`src/rtl/rdx_pkg.sv`:
```
// ============================================================================
// rdx_pkg
// Shared widths, codes, channel defaults and the microcode program of the
// radix converter.
// ============================================================================
package rdx_pkg;

   // Defaults for the top-level parameters.
   localparam int unsigned HEX_CHARS_DEF      = 8;
   localparam int unsigned BIN_OUT_DIGITS_DEF = 19;

   // Field widths.
   localparam int unsigned MODE_W   = 3;
   localparam int unsigned VALUE_W  = 32;
   localparam int unsigned LEN_W    = 4;
   localparam int unsigned RESULT_W = 60;
   localparam int unsigned STATUS_W = 2;

   // Positive operand width: a positive 32-bit signed value fits in 31 bits.
   localparam int unsigned POS_W = VALUE_W - 1;

   // Reciprocal of ten for the divide-by-ten step: q = (n * RECIP10) >> RECIP_SHIFT.
   localparam logic [31:0] RECIP10     = 32'hCCCC_CCCD;
   localparam int unsigned RECIP_SHIFT = 35;
   localparam int unsigned PROD_W      = POS_W + 32;
   localparam int unsigned QUOT_W      = PROD_W - RECIP_SHIFT;

   // Conversion modes.
   localparam logic [MODE_W-1:0] MODE_BIN2DEC = 3'd0;
   localparam logic [MODE_W-1:0] MODE_OCT2DEC = 3'd1;
   localparam logic [MODE_W-1:0] MODE_HEX2DEC = 3'd2;
   localparam logic [MODE_W-1:0] MODE_DEC2BIN = 3'd3;
   localparam logic [MODE_W-1:0] MODE_DEC2OCT = 3'd4;

   typedef enum logic [STATUS_W-1:0] {
      ST_OK       = 2'd0,
      ST_NOT_BIN  = 2'd1,
      ST_BIN_OVF  = 2'd2,
      ST_BAD_MODE = 2'd3
   } status_type;

   // Datapath operations selected by a control word.
   typedef enum logic [2:0] {
      OP_NOP      = 3'd0,
      OP_INIT     = 3'd1,
      OP_DEC_MUL  = 3'd2,
      OP_DEC_ACC  = 3'd3,
      OP_FIN      = 3'd4,
      OP_HEX_ACC  = 3'd5,
      OP_BIN_CHK  = 3'd6,
      OP_BASE_ACC = 3'd7
   } op_type;

   // Jump conditions; a jump that is not taken falls through to the next step.
   typedef enum logic [2:0] {
      C_NEVER       = 3'd0,
      C_ALWAYS      = 3'd1,
      C_MODE        = 3'd2,
      C_N_ZERO      = 3'd3,
      C_N_NEXT_NZ   = 3'd4,
      C_CNT_ZERO    = 3'd5,
      C_CNT_NEXT_NZ = 3'd6,
      C_OVF         = 3'd7
   } cond_type;

   typedef logic [3:0] ucode_addr_type;

   localparam ucode_addr_type A_INIT      = 4'd0;
   localparam ucode_addr_type A_DEC_TEST  = 4'd1;
   localparam ucode_addr_type A_DEC_MUL   = 4'd2;
   localparam ucode_addr_type A_DEC_ACC   = 4'd3;
   localparam ucode_addr_type A_FIN       = 4'd4;
   localparam ucode_addr_type A_HEX_TEST  = 4'd5;
   localparam ucode_addr_type A_HEX_ACC   = 4'd6;
   localparam ucode_addr_type A_HEX_END   = 4'd7;
   localparam ucode_addr_type A_BIN_CHK   = 4'd8;
   localparam ucode_addr_type A_BASE_TEST = 4'd9;
   localparam ucode_addr_type A_BASE_ACC  = 4'd10;
   localparam ucode_addr_type A_BASE_END  = 4'd11;

   typedef struct packed {
      op_type         op;
      cond_type       cond;
      ucode_addr_type target;
   } ucode_word_type;

   // Status from the datapath that the sequencer tests for its jumps.
   typedef struct packed {
      logic           n_zero;
      logic           n_next_nz;
      logic           cnt_zero;
      logic           cnt_next_nz;
      logic           ovf;
      logic           out_blocked;
      ucode_addr_type mode_target;
   } rdx_flags_type;

   function automatic ucode_word_type ucode_rom(input ucode_addr_type addr);
      ucode_word_type w;
      unique case (addr)
         A_INIT:      w = '{OP_INIT,     C_MODE,        A_INIT};
         A_DEC_TEST:  w = '{OP_NOP,      C_N_ZERO,      A_FIN};
         A_DEC_MUL:   w = '{OP_DEC_MUL,  C_NEVER,       A_INIT};
         A_DEC_ACC:   w = '{OP_DEC_ACC,  C_N_NEXT_NZ,   A_DEC_MUL};
         A_FIN:       w = '{OP_FIN,      C_NEVER,       A_INIT};
         A_HEX_TEST:  w = '{OP_NOP,      C_CNT_ZERO,    A_FIN};
         A_HEX_ACC:   w = '{OP_HEX_ACC,  C_CNT_NEXT_NZ, A_HEX_ACC};
         A_HEX_END:   w = '{OP_NOP,      C_ALWAYS,      A_FIN};
         A_BIN_CHK:   w = '{OP_BIN_CHK,  C_OVF,         A_FIN};
         A_BASE_TEST: w = '{OP_NOP,      C_N_ZERO,      A_FIN};
         A_BASE_ACC:  w = '{OP_BASE_ACC, C_N_NEXT_NZ,   A_BASE_ACC};
         A_BASE_END:  w = '{OP_NOP,      C_ALWAYS,      A_FIN};
         default:     w = '{OP_FIN,      C_NEVER,       A_INIT};
      endcase
      return w;
   endfunction

   // Entry point of the routine for each mode.
   function automatic ucode_addr_type mode_entry(input logic [MODE_W-1:0] mode);
      ucode_addr_type a;
      unique case (mode)
         MODE_BIN2DEC, MODE_OCT2DEC: a = A_DEC_TEST;
         MODE_HEX2DEC:               a = A_HEX_TEST;
         MODE_DEC2BIN:               a = A_BIN_CHK;
         MODE_DEC2OCT:               a = A_BASE_TEST;
         default:                    a = A_FIN;
      endcase
      return a;
   endfunction

endpackage

```
`src/rtl/rdx_req_if.sv`:
```
// ============================================================================
// rdx_req_if
// Request channel of the radix converter: valid, ready and one request.
// ============================================================================
interface rdx_req_if #(
   parameter int unsigned HEX_CHARS = rdx_pkg::HEX_CHARS_DEF
);
   import rdx_pkg::*;

   logic                       valid;
   logic                       ready;
   logic [MODE_W-1:0]          mode;
   logic signed [VALUE_W-1:0]  value;
   logic [8*HEX_CHARS-1:0]     hex_chars;
   logic [LEN_W-1:0]           hex_length;

   modport source (output valid, mode, value, hex_chars, hex_length, input ready);
   modport sink   (input valid, mode, value, hex_chars, hex_length, output ready);
endinterface

```
`src/rtl/rdx_rsp_if.sv`:
```
// ============================================================================
// rdx_rsp_if
// Result channel of the radix converter: valid, ready and one result.
// ============================================================================
interface rdx_rsp_if;
   import rdx_pkg::*;

   logic                valid;
   logic                ready;
   logic [RESULT_W-1:0] result;
   logic [STATUS_W-1:0] status;

   modport source (output valid, result, status, input ready);
   modport sink   (input valid, result, status, output ready);
endinterface

```
`src/rtl/radix_converter_top.sv`:
```
// ============================================================================
// radix_converter_top
// A non-positive operand, an empty string or an invalid mode skips the digit
// steps, and mode 3 on overflow goes from its check straight to the finish.
// One request is in flight; the next beat can be taken once the result is
// registered. Reset idles the sequencer and empties the result register.
// ============================================================================
module radix_converter_top #(
   parameter int unsigned HEX_CHARS      = rdx_pkg::HEX_CHARS_DEF,
   parameter int unsigned BIN_OUT_DIGITS = rdx_pkg::BIN_OUT_DIGITS_DEF
) (
   input logic      clock,
   input logic      reset,
   rdx_req_if.sink  req_chan,
   rdx_rsp_if.source rsp_chan
);
   import rdx_pkg::*;

   // -------------------------------------------------------------------------
   // The block is a small microcoded machine. The sequencer walks a fixed
   // program, one control word per cycle while the finishing step does not
   // stall; each word picks one datapath operation and one jump condition. The
   // datapath below holds the operand, an accumulator and a weight, and adds
   // one digit times the weight per digit step.
   //
   // Decimal-digit modes (0 and 1) peel one decimal digit in two steps:
   // the first step registers n times a reciprocal of ten, the second forms
   // the quotient and remainder and accumulates. Modes 3 and 4 peel one
   // binary or octal digit per cycle with a shift, and the weight is multiplied
   // by ten each step. Mode 2 consumes one ASCII character per cycle from the
   // low byte of a shift register.
   // -------------------------------------------------------------------------

   // Request held for the duration of the program.
   logic [MODE_W-1:0]      mode_ff, mode_in;
   logic [POS_W-1:0]       n_ff, n_in;
   logic [8*HEX_CHARS-1:0] chars_ff, chars_in;
   logic [LEN_W-1:0]       cnt_ff, cnt_in;

   // Working registers.
   logic [RESULT_W-1:0]    acc_ff, acc_in;
   logic [RESULT_W-1:0]    w_ff, w_in;
   logic [PROD_W-1:0]      prod_ff, prod_in;
   status_type             status_ff, status_in;

   // Result register toward the sink.
   logic                   rsp_valid_ff, rsp_valid_in;
   logic [RESULT_W-1:0]    rsp_result_ff, rsp_result_in;
   status_type             rsp_status_ff, rsp_status_in;

   logic                   accept;
   logic                   running;
   ucode_word_type         ctl;
   rdx_flags_type          flags;

   logic [QUOT_W-1:0]      quot;
   logic [POS_W-1:0]       quot_x10;
   logic [POS_W-1:0]       rem_full;
   logic [POS_W-1:0]       n_shift;
   logic [3:0]             digit;
   logic [RESULT_W-1:0]    digit_w;
   logic                   is_bin;

   // Value of one upper-case hex character; anything else counts as zero.
   function automatic logic [3:0] hex_digit(input logic [7:0] c);
      logic [3:0] d;
      if (c >= 8'h30 && c <= 8'h39) begin
         d = 4'(c - 8'h30);
      end else if (c >= 8'h41 && c <= 8'h46) begin
         d = 4'(c - 8'h37);
      end else begin
         d = 4'd0;
      end
      return d;
   endfunction

   rdx_sequencer u_seq (
      .clock   (clock),
      .reset   (reset),
      .start   (accept),
      .flags   (flags),
      .running (running),
      .ctl     (ctl)
   );

   // A new request is taken only while no program runs; a result that still
   // waits in the output register does not hold the request side back.
   assign req_chan.ready = !running;
   assign accept         = req_chan.valid && req_chan.ready;

   // Divide-by-ten pieces: the registered product gives the quotient, and the
   // remainder is what is left after subtracting ten times the quotient.
   assign quot     = prod_ff[PROD_W-1:RECIP_SHIFT];
   assign quot_x10 = POS_W'({quot, 3'b000}) + POS_W'({quot, 1'b0});
   assign rem_full = n_ff - quot_x10;

   assign is_bin  = (mode_ff == MODE_DEC2BIN);
   assign n_shift = is_bin ? (n_ff >> 1) : (n_ff >> 3);

   // The digit that the current step adds, times the current weight.
   always_comb begin
      unique case (ctl.op)
         OP_DEC_ACC:  digit = rem_full[3:0];
         OP_HEX_ACC:  digit = hex_digit(chars_ff[7:0]);
         OP_BASE_ACC: digit = is_bin ? {3'b000, n_ff[0]} : {1'b0, n_ff[2:0]};
         default:     digit = 4'd0;
      endcase
   end
   assign digit_w = w_ff * RESULT_W'(digit);

   // Flags for the sequencer's jumps.
   always_comb begin
      flags.n_zero      = (n_ff == '0);
      flags.n_next_nz   = (ctl.op == OP_DEC_ACC) ? (quot != '0) : (n_shift != '0);
      flags.cnt_zero    = (cnt_ff == '0);
      flags.cnt_next_nz = (cnt_ff > LEN_W'(1));
      flags.ovf         = ((n_ff >> BIN_OUT_DIGITS) != '0);
      flags.out_blocked = rsp_valid_ff && !rsp_chan.ready;
      flags.mode_target = mode_entry(mode_ff);
   end

   always_comb begin
      mode_in       = mode_ff;
      n_in          = n_ff;
      chars_in      = chars_ff;
      cnt_in        = cnt_ff;
      acc_in        = acc_ff;
      w_in          = w_ff;
      prod_in       = prod_ff;
      status_in     = status_ff;
      rsp_result_in = rsp_result_ff;
      rsp_status_in = rsp_status_ff;

      // A beat taken by the sink empties the result register.
      rsp_valid_in = rsp_valid_ff && !rsp_chan.ready;

      if (accept) begin
         mode_in  = req_chan.mode;
         // Non-positive operands convert as zero.
         n_in     = (!req_chan.value[VALUE_W-1] && req_chan.value != '0)
                    ? req_chan.value[POS_W-1:0] : '0;
         chars_in = req_chan.hex_chars;
         cnt_in   = (req_chan.hex_length > LEN_W'(HEX_CHARS))
                    ? LEN_W'(HEX_CHARS) : req_chan.hex_length;
      end

      if (running) begin
         unique case (ctl.op)
            OP_NOP: begin
            end
            OP_INIT: begin
               acc_in    = '0;
               w_in      = RESULT_W'(1);
               status_in = (mode_ff > MODE_DEC2OCT) ? ST_BAD_MODE : ST_OK;
            end
            OP_DEC_MUL: begin
               prod_in = PROD_W'(n_ff) * PROD_W'(RECIP10);
            end
            OP_DEC_ACC: begin
               acc_in = acc_ff + digit_w;
               w_in   = (mode_ff == MODE_BIN2DEC) ? (w_ff << 1) : (w_ff << 3);
               n_in   = POS_W'(quot);
               // Mode 0 keeps going after a bad digit; the flag zeroes the result.
               if (mode_ff == MODE_BIN2DEC && digit > 4'd1) begin
                  status_in = ST_NOT_BIN;
               end
            end
            OP_HEX_ACC: begin
               acc_in   = acc_ff + digit_w;
               w_in     = w_ff << 4;
               chars_in = chars_ff >> 8;
               cnt_in   = cnt_ff - LEN_W'(1);
            end
            OP_BIN_CHK: begin
               if (flags.ovf) begin
                  status_in = ST_BIN_OVF;
               end
            end
            OP_BASE_ACC: begin
               acc_in = acc_ff + digit_w;
               w_in   = (w_ff << 3) + (w_ff << 1);
               n_in   = n_shift;
            end
            OP_FIN: begin
               if (!flags.out_blocked) begin
                  rsp_valid_in  = 1'b1;
                  rsp_status_in = status_ff;
                  rsp_result_in = (status_ff == ST_OK) ? acc_ff : '0;
               end
            end
            default: begin
            end
         endcase
      end
   end

   always_ff @(posedge clock) begin
      if (reset) begin
         rsp_valid_ff <= 1'b0;
      end else begin
         rsp_valid_ff <= rsp_valid_in;
      end
   end

   // Payload and working registers need no reset.
   always_ff @(posedge clock) begin
      mode_ff       <= mode_in;
      n_ff          <= n_in;
      chars_ff      <= chars_in;
      cnt_ff        <= cnt_in;
      acc_ff        <= acc_in;
      w_ff          <= w_in;
      prod_ff       <= prod_in;
      status_ff     <= status_in;
      rsp_result_ff <= rsp_result_in;
      rsp_status_ff <= rsp_status_in;
   end

   assign rsp_chan.valid  = rsp_valid_ff;
   assign rsp_chan.result = rsp_result_ff;
   assign rsp_chan.status = rsp_status_ff;

   // -------------------------------------------------------------------------
   // Assertions
   // -------------------------------------------------------------------------

   // Any failing status carries a zero result.
   a_fail_zero: assert property (@(posedge clock) disable iff (reset)
      (rsp_valid_ff && rsp_status_ff != ST_OK) |-> (rsp_result_ff == '0))
      else $error("non-ok result beat carries a nonzero result");

   // A freshly loaded result flags an invalid mode exactly when the mode is one.
   a_bad_mode: assert property (@(posedge clock) disable iff (reset)
      $rose(rsp_valid_ff) |->
         ((mode_ff > MODE_DEC2OCT) == (rsp_status_ff == ST_BAD_MODE)))
      else $error("invalid-mode status does not match the request mode");

   // An overflow status only ever comes from the decimal-to-binary mode.
   a_ovf_mode: assert property (@(posedge clock) disable iff (reset)
      ($rose(rsp_valid_ff) && rsp_status_ff == ST_BIN_OVF) |-> is_bin)
      else $error("overflow status outside decimal-to-binary mode");

   // A request beat always starts the program on the next cycle.
   a_start: assert property (@(posedge clock) disable iff (reset)
      accept |=> (running && !req_chan.ready))
      else $error("sequencer did not start after a request beat");

endmodule

```
`src/rtl/rdx_sequencer.sv`:
```
// ============================================================================
// rdx_sequencer
// Step counter over the microcode table, with conditional jumps and a stall on
// the finishing step while the result register is full and its beat not taken.
// ============================================================================
module rdx_sequencer (
   input  logic                   clock,
   input  logic                   reset,
   input  logic                   start,
   input  rdx_pkg::rdx_flags_type flags,
   output logic                   running,
   output rdx_pkg::ucode_word_type ctl
);
   import rdx_pkg::*;

   ucode_addr_type pc_ff, pc_in;
   logic           running_ff, running_in;
   logic           taken;

   always_comb begin
      ctl = ucode_rom(pc_ff);

      unique case (ctl.cond)
         C_NEVER:       taken = 1'b0;
         C_ALWAYS:      taken = 1'b1;
         C_MODE:        taken = 1'b1;
         C_N_ZERO:      taken = flags.n_zero;
         C_N_NEXT_NZ:   taken = flags.n_next_nz;
         C_CNT_ZERO:    taken = flags.cnt_zero;
         C_CNT_NEXT_NZ: taken = flags.cnt_next_nz;
         C_OVF:         taken = flags.ovf;
         default:       taken = 1'b0;
      endcase

      pc_in      = pc_ff;
      running_in = running_ff;
      priority if (start) begin
         pc_in      = A_INIT;
         running_in = 1'b1;
      end else if (running_ff) begin
         if (ctl.op == OP_FIN) begin
            // The program ends once the result register takes the beat.
            if (!flags.out_blocked) begin
               running_in = 1'b0;
            end
         end else if (taken) begin
            pc_in = (ctl.cond == C_MODE) ? flags.mode_target : ctl.target;
         end else begin
            pc_in = pc_ff + 4'd1;
         end
      end
   end

   always_ff @(posedge clock) begin
      if (reset) begin
         pc_ff      <= A_INIT;
         running_ff <= 1'b0;
      end else begin
         pc_ff      <= pc_in;
         running_ff <= running_in;
      end
   end

   assign running = running_ff;

endmodule
```
`src/flat_wrapper.sv`:
```
// flat-port wrapper written by rule: the top's interface ports become plain ports
module radix_converter_top_flat import rdx_pkg::*;
#(
   parameter int unsigned HEX_CHARS      = rdx_pkg::HEX_CHARS_DEF,
   parameter int unsigned BIN_OUT_DIGITS = rdx_pkg::BIN_OUT_DIGITS_DEF
)
  (clock, reset, req_chan_valid, req_chan_mode, req_chan_value, req_chan_hex_chars, req_chan_hex_length, req_chan_ready, rsp_chan_valid, rsp_chan_result, rsp_chan_status, rsp_chan_ready);
  rdx_req_if #(.HEX_CHARS(HEX_CHARS)) req_chan_i ();
  rdx_rsp_if rsp_chan_i ();
  input logic clock;
  input logic reset;
  input wire logic [$bits(req_chan_i.valid)-1:0] req_chan_valid;
  input wire logic [$bits(req_chan_i.mode)-1:0] req_chan_mode;
  input wire logic [$bits(req_chan_i.value)-1:0] req_chan_value;
  input wire logic [$bits(req_chan_i.hex_chars)-1:0] req_chan_hex_chars;
  input wire logic [$bits(req_chan_i.hex_length)-1:0] req_chan_hex_length;
  output wire logic [$bits(req_chan_i.ready)-1:0] req_chan_ready;
  output wire logic [$bits(rsp_chan_i.valid)-1:0] rsp_chan_valid;
  output wire logic [$bits(rsp_chan_i.result)-1:0] rsp_chan_result;
  output wire logic [$bits(rsp_chan_i.status)-1:0] rsp_chan_status;
  input wire logic [$bits(rsp_chan_i.ready)-1:0] rsp_chan_ready;
  assign req_chan_i.valid = req_chan_valid;
  assign req_chan_i.mode = req_chan_mode;
  assign req_chan_i.value = req_chan_value;
  assign req_chan_i.hex_chars = req_chan_hex_chars;
  assign req_chan_i.hex_length = req_chan_hex_length;
  assign req_chan_ready = req_chan_i.ready;
  assign rsp_chan_valid = rsp_chan_i.valid;
  assign rsp_chan_result = rsp_chan_i.result;
  assign rsp_chan_status = rsp_chan_i.status;
  assign rsp_chan_i.ready = rsp_chan_ready;
  radix_converter_top #(.HEX_CHARS(HEX_CHARS), .BIN_OUT_DIGITS(BIN_OUT_DIGITS)) u_core (.clock(clock), .reset(reset), .req_chan(req_chan_i), .rsp_chan(rsp_chan_i));
endmodule
```
`config.mk`:
```
export PLATFORM = sky130hd
export DESIGN_NAME = radix_converter_top_flat
export DESIGN_NICKNAME = d
export VERILOG_FILES = /design/src/rtl/rdx_pkg.sv /design/src/rtl/rdx_req_if.sv /design/src/rtl/rdx_rsp_if.sv /design/src/rtl/radix_converter_top.sv /design/src/rtl/rdx_sequencer.sv /design/src/flat_wrapper.sv
export SDC_FILE = /design/constraint.sdc
export NUM_CORES = 2
export LEC_CHECK = 0
export ABC_AREA = 1
export BUFFER_PORTS_ARGS = -buffer_cell sky130_fd_sc_hd__buf_4
export CORE_MARGIN = 2
export CORE_UTILIZATION = 58
export DETAILED_ROUTE_END_ITERATION = 8
export GPL_ROUTABILITY_DRIVEN = 0
export PLACE_DENSITY = 0.79
export SLEW_MARGIN = 40
export SYNTH_ARGS = -nofsm -noshare
export SYNTH_HDL_FRONTEND = slang
export SYNTH_SLANG_ARGS = --single-unit
```
`constraint.sdc`:
```
create_clock -name clock -period 6.9 [get_ports clock]
set_input_delay 0 -clock clock [delete_from_list [all_inputs] [get_ports clock]]
set_output_delay 0 -clock clock [all_outputs]
set_load 0.02 [all_outputs]
```
### After elaboration in Yosys (flattened, before gate mapping)

Memories as Yosys holds them, arrays and structs flattened. A register that Yosys moved wholly into a read port is not among the register bits.
Index checks and enable logic that the tools add are counted.

| cells by class | value |
|---|---|
| bitwise logic cells | 2 |
| muxes and demuxes | 36 |
| add/subtract/negate cells | 8 |
| $mul | 2 |
| eq/ne operators | 20 |
| magnitude comparators | 8 |
| reduce and logical (&&, ||, !) cells | 31 |

Operator list:

| kind | count |
|---|---|
| 60-bit one-hot mux with 4 select lines | 1 |
| 64-bit two-way mux | 3 |
| 60-bit adder | 2 |
| 60-bit one-hot mux with 2 select lines | 1 |
| 31-bit two-way mux | 3 |
| 31-bit by 32-bit multiplier with 63-bit output (second input constant) | 1 |
| 31-bit one-hot mux with 2 select lines | 1 |
| 31-bit nonzero test | 2 |
| 60-bit by 4-bit multiplier with 60-bit output | 1 |
| 60-bit two-way mux | 1 |
| 4-bit two-way mux | 10 |
| 32-bit nonzero test | 1 |
| 31-bit logical NOT | 1 |
| 30-bit two-way mux | 1 |
| 28-bit nonzero test | 1 |
| 3-bit equality test (second input constant) | 9 |
| 3-bit by 2-bit equality test with 1-bit output (second input constant) | 6 |
| 4-bit one-hot mux with 4 select lines | 1 |
| 4-bit one-hot mux with 3 select lines | 1 |
| 3-bit by 1-bit equality test with 1-bit output (second input constant) | 3 |
| 8-bit by 6-bit greater-or-equal comparator with 1-bit output (second input constant) | 1 |
| 8-bit by 7-bit greater-or-equal comparator with 1-bit output (second input constant) | 1 |
| 4-bit by 1-bit > comparator with 1-bit output (second input constant) | 2 |
| 8-bit by 6-bit <= comparator with 1-bit output (second input constant) | 1 |
| other kinds (29) | 52 |

| storage, ports and cells | value |
|---|---|
| bits in read-only memories | 144 |
| input bits | 107 |
| memories | 1 |
| register bits | 355 |

Memories:

| name | words | width | rd ports | clocked after memory_dff | write ports | RTL line | RTL |
|---|---|---|---|---|---|---|---|
| (no name shown) | 16 | 9 | 1 | 1 | 0 | rdx_pkg.sv:100 | `unique case (addr)` |

### Longest topological paths before layout

| depth | value |
|---|---|
| word-level depth | 9 |
| depth in mapped cells | 32 |
| mapped depth without buffers | 31 |

### Modules after synthesis

From an unflattened synthesis, not the netlist that was laid out.

| second synthesis, totals | value |
|---|---|
| cells, all modules | 5,384 |
| area total of the unflattened synthesis | 41,557.4 um^2 |

By module, submodules not included:

| module | instances | sequential area each (um^2) | cells an instance | area an instance (um^2) |
|---|---|---|---|---|
| radix_converter_top | 1 | 8,458.1 | 5,242 | 40,553.9 |
| rdx_sequencer | 1 | 280.3 | 142 | 1,003.5 |

### Least setup slack after synthesis

Ideal clock, no wire load.

| timing path | value |
|---|---|
| kind | flip-flop to flip-flop |
| from | register u_core.n_ff[23] |
| to | register u_core.prod_ff[59] (data pin) |
| library setup time | 0.259 ns |
| setup slack | 0.279 ns |
| cell stages (with the launch flop) | 27 |
| period minus slack after synthesis | 6.621 ns |
| arrival | 6.362 ns |
| buffers on the path | 0 |
| path through | dfxtp_1 > inv_1 > ha_1 > inv_1 > fa_1 > inv_1 > fa_1 > inv_1 > fa_1 > inv_1 > fa_1 > inv_1 > fa_1 > fa_1 > inv_1 > fa_1 > ha_1 > nand2_1 > nor2_1 > inv_1 > nor4_1 > nand3_1 > nand4_1 > nand2_1 > nand2_1 > a21oi_1 > xnor2_1 |

| between the ends | value |
|---|---|
| cells in the longest elaborated chain, start to end | 1 |

Ends and longest elaborated chain:

| item | RTL line | RTL |
|---|---|---|
| start: declaration | radix_converter_top.sv:36 | `logic [POS_W-1:0] n_ff, n_in;` |
| start signal: assignment | radix_converter_top.sv:208 | `n_ff <= n_in;` |
| 31-bit by 32-bit multiplier with 63-bit output | radix_converter_top.sv:157 | `prod_in = PROD_W'(n_ff) * PROD_W'(RECIP10);` |
| end signal: assignment | radix_converter_top.sv:213 | `prod_ff <= prod_in;` |
| end: declaration | radix_converter_top.sv:43 | `logic [PROD_W-1:0] prod_ff, prod_in;` |

No other way between the ends.
A chain may end at the register's enable or synchronous reset.

### Final worst setup path

| timing path | value |
|---|---|
| from | register u_core.n_ff[8] |
| to | register u_core.prod_ff[51] (data pin) |

Same word-level chain as after synthesis.

==> Implementation_results.wiki <==
{| class="wikitable"
! Metric !! Value
|-
| Run status || completed
|-
| Clock tree from TritonCTS || yes
|-
| H-tree levels || 2
|-
| Gr usage total || about a third
|-
| Layout cell share with drive strength beyond 1 || 8.50%
|-
| Mapped Area || around 40000 sq um
|-
| Worst hold path class || input port to flop
|-
| Crit start category || flop
|-
| Count of endpoints failing hold in the final timing report || 0
|-
| Setup repair after global routing missed its margin || true
|-
| CP endpoint kind || flop
|-
| Commonest non-fill, non-tap cell in the layout || inv_1
|-
| Starting DRC count in detailed routing || about 4700
|-
| Remaining max-slew budget at the tightest pin || 27.2%
|-
| Clock period minus worst slack || 6.87 ns
|-
| Library cell used as clock root buffer || clkbuf_16
|-
| Final Routed Wirelength || 126000 um
|-
| Cell area reported after detailed placement || between 40000 and 50000 sq um
|-
| Data arrival time of the critical path || 7.20 ns
|-
| Post-synthesis async set-or-reset flop share || 0%
|-
| Number of warnings issued by yosys || 0
|-
| Count of antenna-violating nets left after detailed routing || 0
|-
| Finished Layout Cells || approximately 6400
|-
| Tightest Pin Transition || roughly 1.1 ns
|-
| Starting Density || 58.8%
|-
| # IOs || 171
|-
| Number of cell rows || 96
|-
| Final worst path period share || 99.6%
|-
| Count of cell types in the netlist || 57
|-
| Max_cap viols || 0
|-
| Vertical die dimension || 268 um
|-
| Post-synthesis register bit count || 329
|-
| Global-route wire length before repair || ~190000 um
|-
| Synthesis-to-layout area growth || 13.8%
|-
| First-pass iteration count of the detailed router || 9
|-
| Final Max Tran Viols || 0
|-
| Final design instance area without fill || 46000 sq um
|-
| Die outline area || 71800 sq um
|-
| Antenna violations before repair || 2
|-
| EDFF count, synth || roughly 220
|-
| Post-synthesis net count || 6102
|-
| Count of filler cells inserted in the layout || 5513
|-
| Post-route clock skew || 0.0336 ns
|-
| Cells after Synth || 5137
|-
| Setup Crit Path Kind || flop to flop
|-
| Fin nets || around 6400
|-
| Highest net fanout along the worst path || 5
|-
| Detailed-route DRC error count || 0
|-
| Pin count of the biggest net entering global routing || about 110
|-
| Share of synthesized area occupied by flip-flops and latches || 21.6%
|-
| Detailed Place HPWL || roughly 99000 um
|-
| Per-cell via count in the routed design || a little under 6
|-
| Final number of setup-violating endpoints || 0
|-
| Worst Path Required || 7.23 ns
|-
| Most common flop cell mapped by yosys || edfxtp_1
|-
| Overall overflow remaining after global route || 0
|-
| Mean instance size in the synthesized netlist || 7.87 sq um
|-
| Worst skew pair latency || between 0.5 and 0.6 ns
|-
| Total instance count after detailed placement || 6219
|-
| Max frequency || 0.145 GHz
|-
| Longest Clk Path Bufs || 3
|-
| Number of buffer cells added on primary ports || 170
|-
| Area of the core || 68800 sq um
|-
| Via count of the first global-routing pass || 36100
|-
| Most frequent cells in the layout || 1134 x inv_1, 660 x nor2_1, 618 x nand2_1
|-
| Via total after detailed routing || between 30000 and 40000
|-
| Width of the die || 268 um
|-
| Clock transition at the registers of the reported paths || 0.06 ns
|-
| Avg WL per Cell || 19.6 um
|-
| Number of clock buffers inserted by TritonCTS || 38
|-
| TritonCTS Sinks || about 330
|}
[cells in the mapped netlist, types with 30 or more instances]
master | instances | share of area, %
edfxtp_1 | 215 | 16
dfxtp_1 | 114 | 5.6
nor2_1 | 671 | 6.2
a21o_1 | 46 | 0.85
inv_1 | 1143 | 11
a211oi_1 | 30 | 0.56
nor3_1 | 30 | 0.37
o21ai_0 | 307 | 3.8
a21oi_1 | 420 | 5.2
fa_1 | 414 | 20
o211ai_1 | 38 | 0.71
clkbuf_1 | 99 | 0.92
a31oi_1 | 49 | 0.76
ha_1 | 444 | 14
o221ai_1 | 70 | 1.5
nand3_1 | 125 | 1.5
nand2_1 | 623 | 5.8
nand4_1 | 34 | 0.53
[routing by layer]
layer / vias up / global-route usage, % / routed length [um]
met4: 2 / 14.8 / 7000
li1: 17200 / - / -
met1: 17500 / 45.7 / 48400
met2: 2307 / 54.4 / 55500
met5: - / 0 / 13
met3: 464 / 8.33 / 14900
[registers in the layout (all words and copies together), names as in the netlist]
name / flops
u_core.mode_ff: 3
u_core.u_seq.ctl: 9
u_core.rsp_chan.status: 2
u_core.n_ff: 31
u_core.acc_ff: 60
u_core.rsp_chan.result: 60
u_core.w_ff: 60
u_core.u_seq.running: 1
u_core.status_ff: 2
u_core.u_seq.pc_ff: 4
u_core.cnt_ff: 4
u_core.rsp_chan.valid: 1
u_core.chars_ff: 64
u_core.prod_ff: 28
[stage by stage]
stage                     utilization (%)  hold WS, ns  setup TNS (ns)  setup WS, ns
after global routing                 66.9        0.146          -0.518        -0.120
final                                66.9        0.102               0        0.0263
after CTS                            66.3        0.130               0       0.00404
after detailed placement             62.8        0.179          -0.599       -0.0922
after floorplan                         -       0.0691               0         0.279
after global placement               62.7        0.179               0        0.0810
[worst paths after layout]
path / end / slack [ns] / cells after the start / startpoint
max: u_core.prod_ff[51] / 0.03 / 23 / u_core.n_ff[8]
max reg2reg: u_core.prod_ff[51] / 0.03 / 23 / u_core.n_ff[8]
min: u_core.n_ff[25] / 0.10 / 6 / req_chan_value[31]
min reg2reg: u_core.rsp_chan.status[1] / 0.45 / 0 / u_core.status_ff[1]
[worst max-delay path: stages (launching register included)]
cell and delay [ns]:
dfxtp_2 0.37, inv_1 0.09, ha_1 0.37, ha_1 0.23, or2_2 0.36, fa_1 0.54, fa_1 0.58, inv_1 0.13
fa_1 0.54, inv_1 0.05, fa_1 0.49, fa_1 0.55, fa_1 0.58, ha_4 0.34, nand2_1 0.10, nor2_2 0.16
inv_1 0.10, nor4_4 0.24, nand3_1 0.12, nand4_1 0.22, nand2_1 0.11, nand2_2 0.13, a21oi_2 0.08, xnor2_1 0.13
[logic make-up (layout without fill, tap and decap cells)]
family	after synthesis	count (layout)	synth area share, %
mux	1	1	0.0248
xor+xnor	50	50	1.08
flops	329	329	21.6
other cells	0	4	0
compound gates	1077	1077	15.5
simple gates	1549	1549	15.6
buf+inv	1273	1606	11.9
fa+ha+maj	858	858	34.2
[area by class of cell]
cell class / instances / area [sq um] / area share, %
sequential: 329 / 8740 / 19.0
inverter: 1164 / 4380 / 9.51
clock buffer: 51 / 1110 / 2.42
multi-input combinational: 3535 / 27300 / 59.3
tap: 931 / 1160 / 2.53
clock inverter: 18 / 205 / 0.446
timing repair buffer: 373 / 3130 / 6.80
antenna: 4 / 10.0 / 0.0217
[timing repair]
item	CTS	global route
pin swaps	4	32
gates resized for setup	4	88
buffers inserted	0	4
hold endpoints to repair	119	0
hold buffers	108	0
setup endpoints to repair	11	29
Power is left out: the tool's default activity adds up to more than one toggle a clock period on the data nets, which glitch-free logic cannot reach.
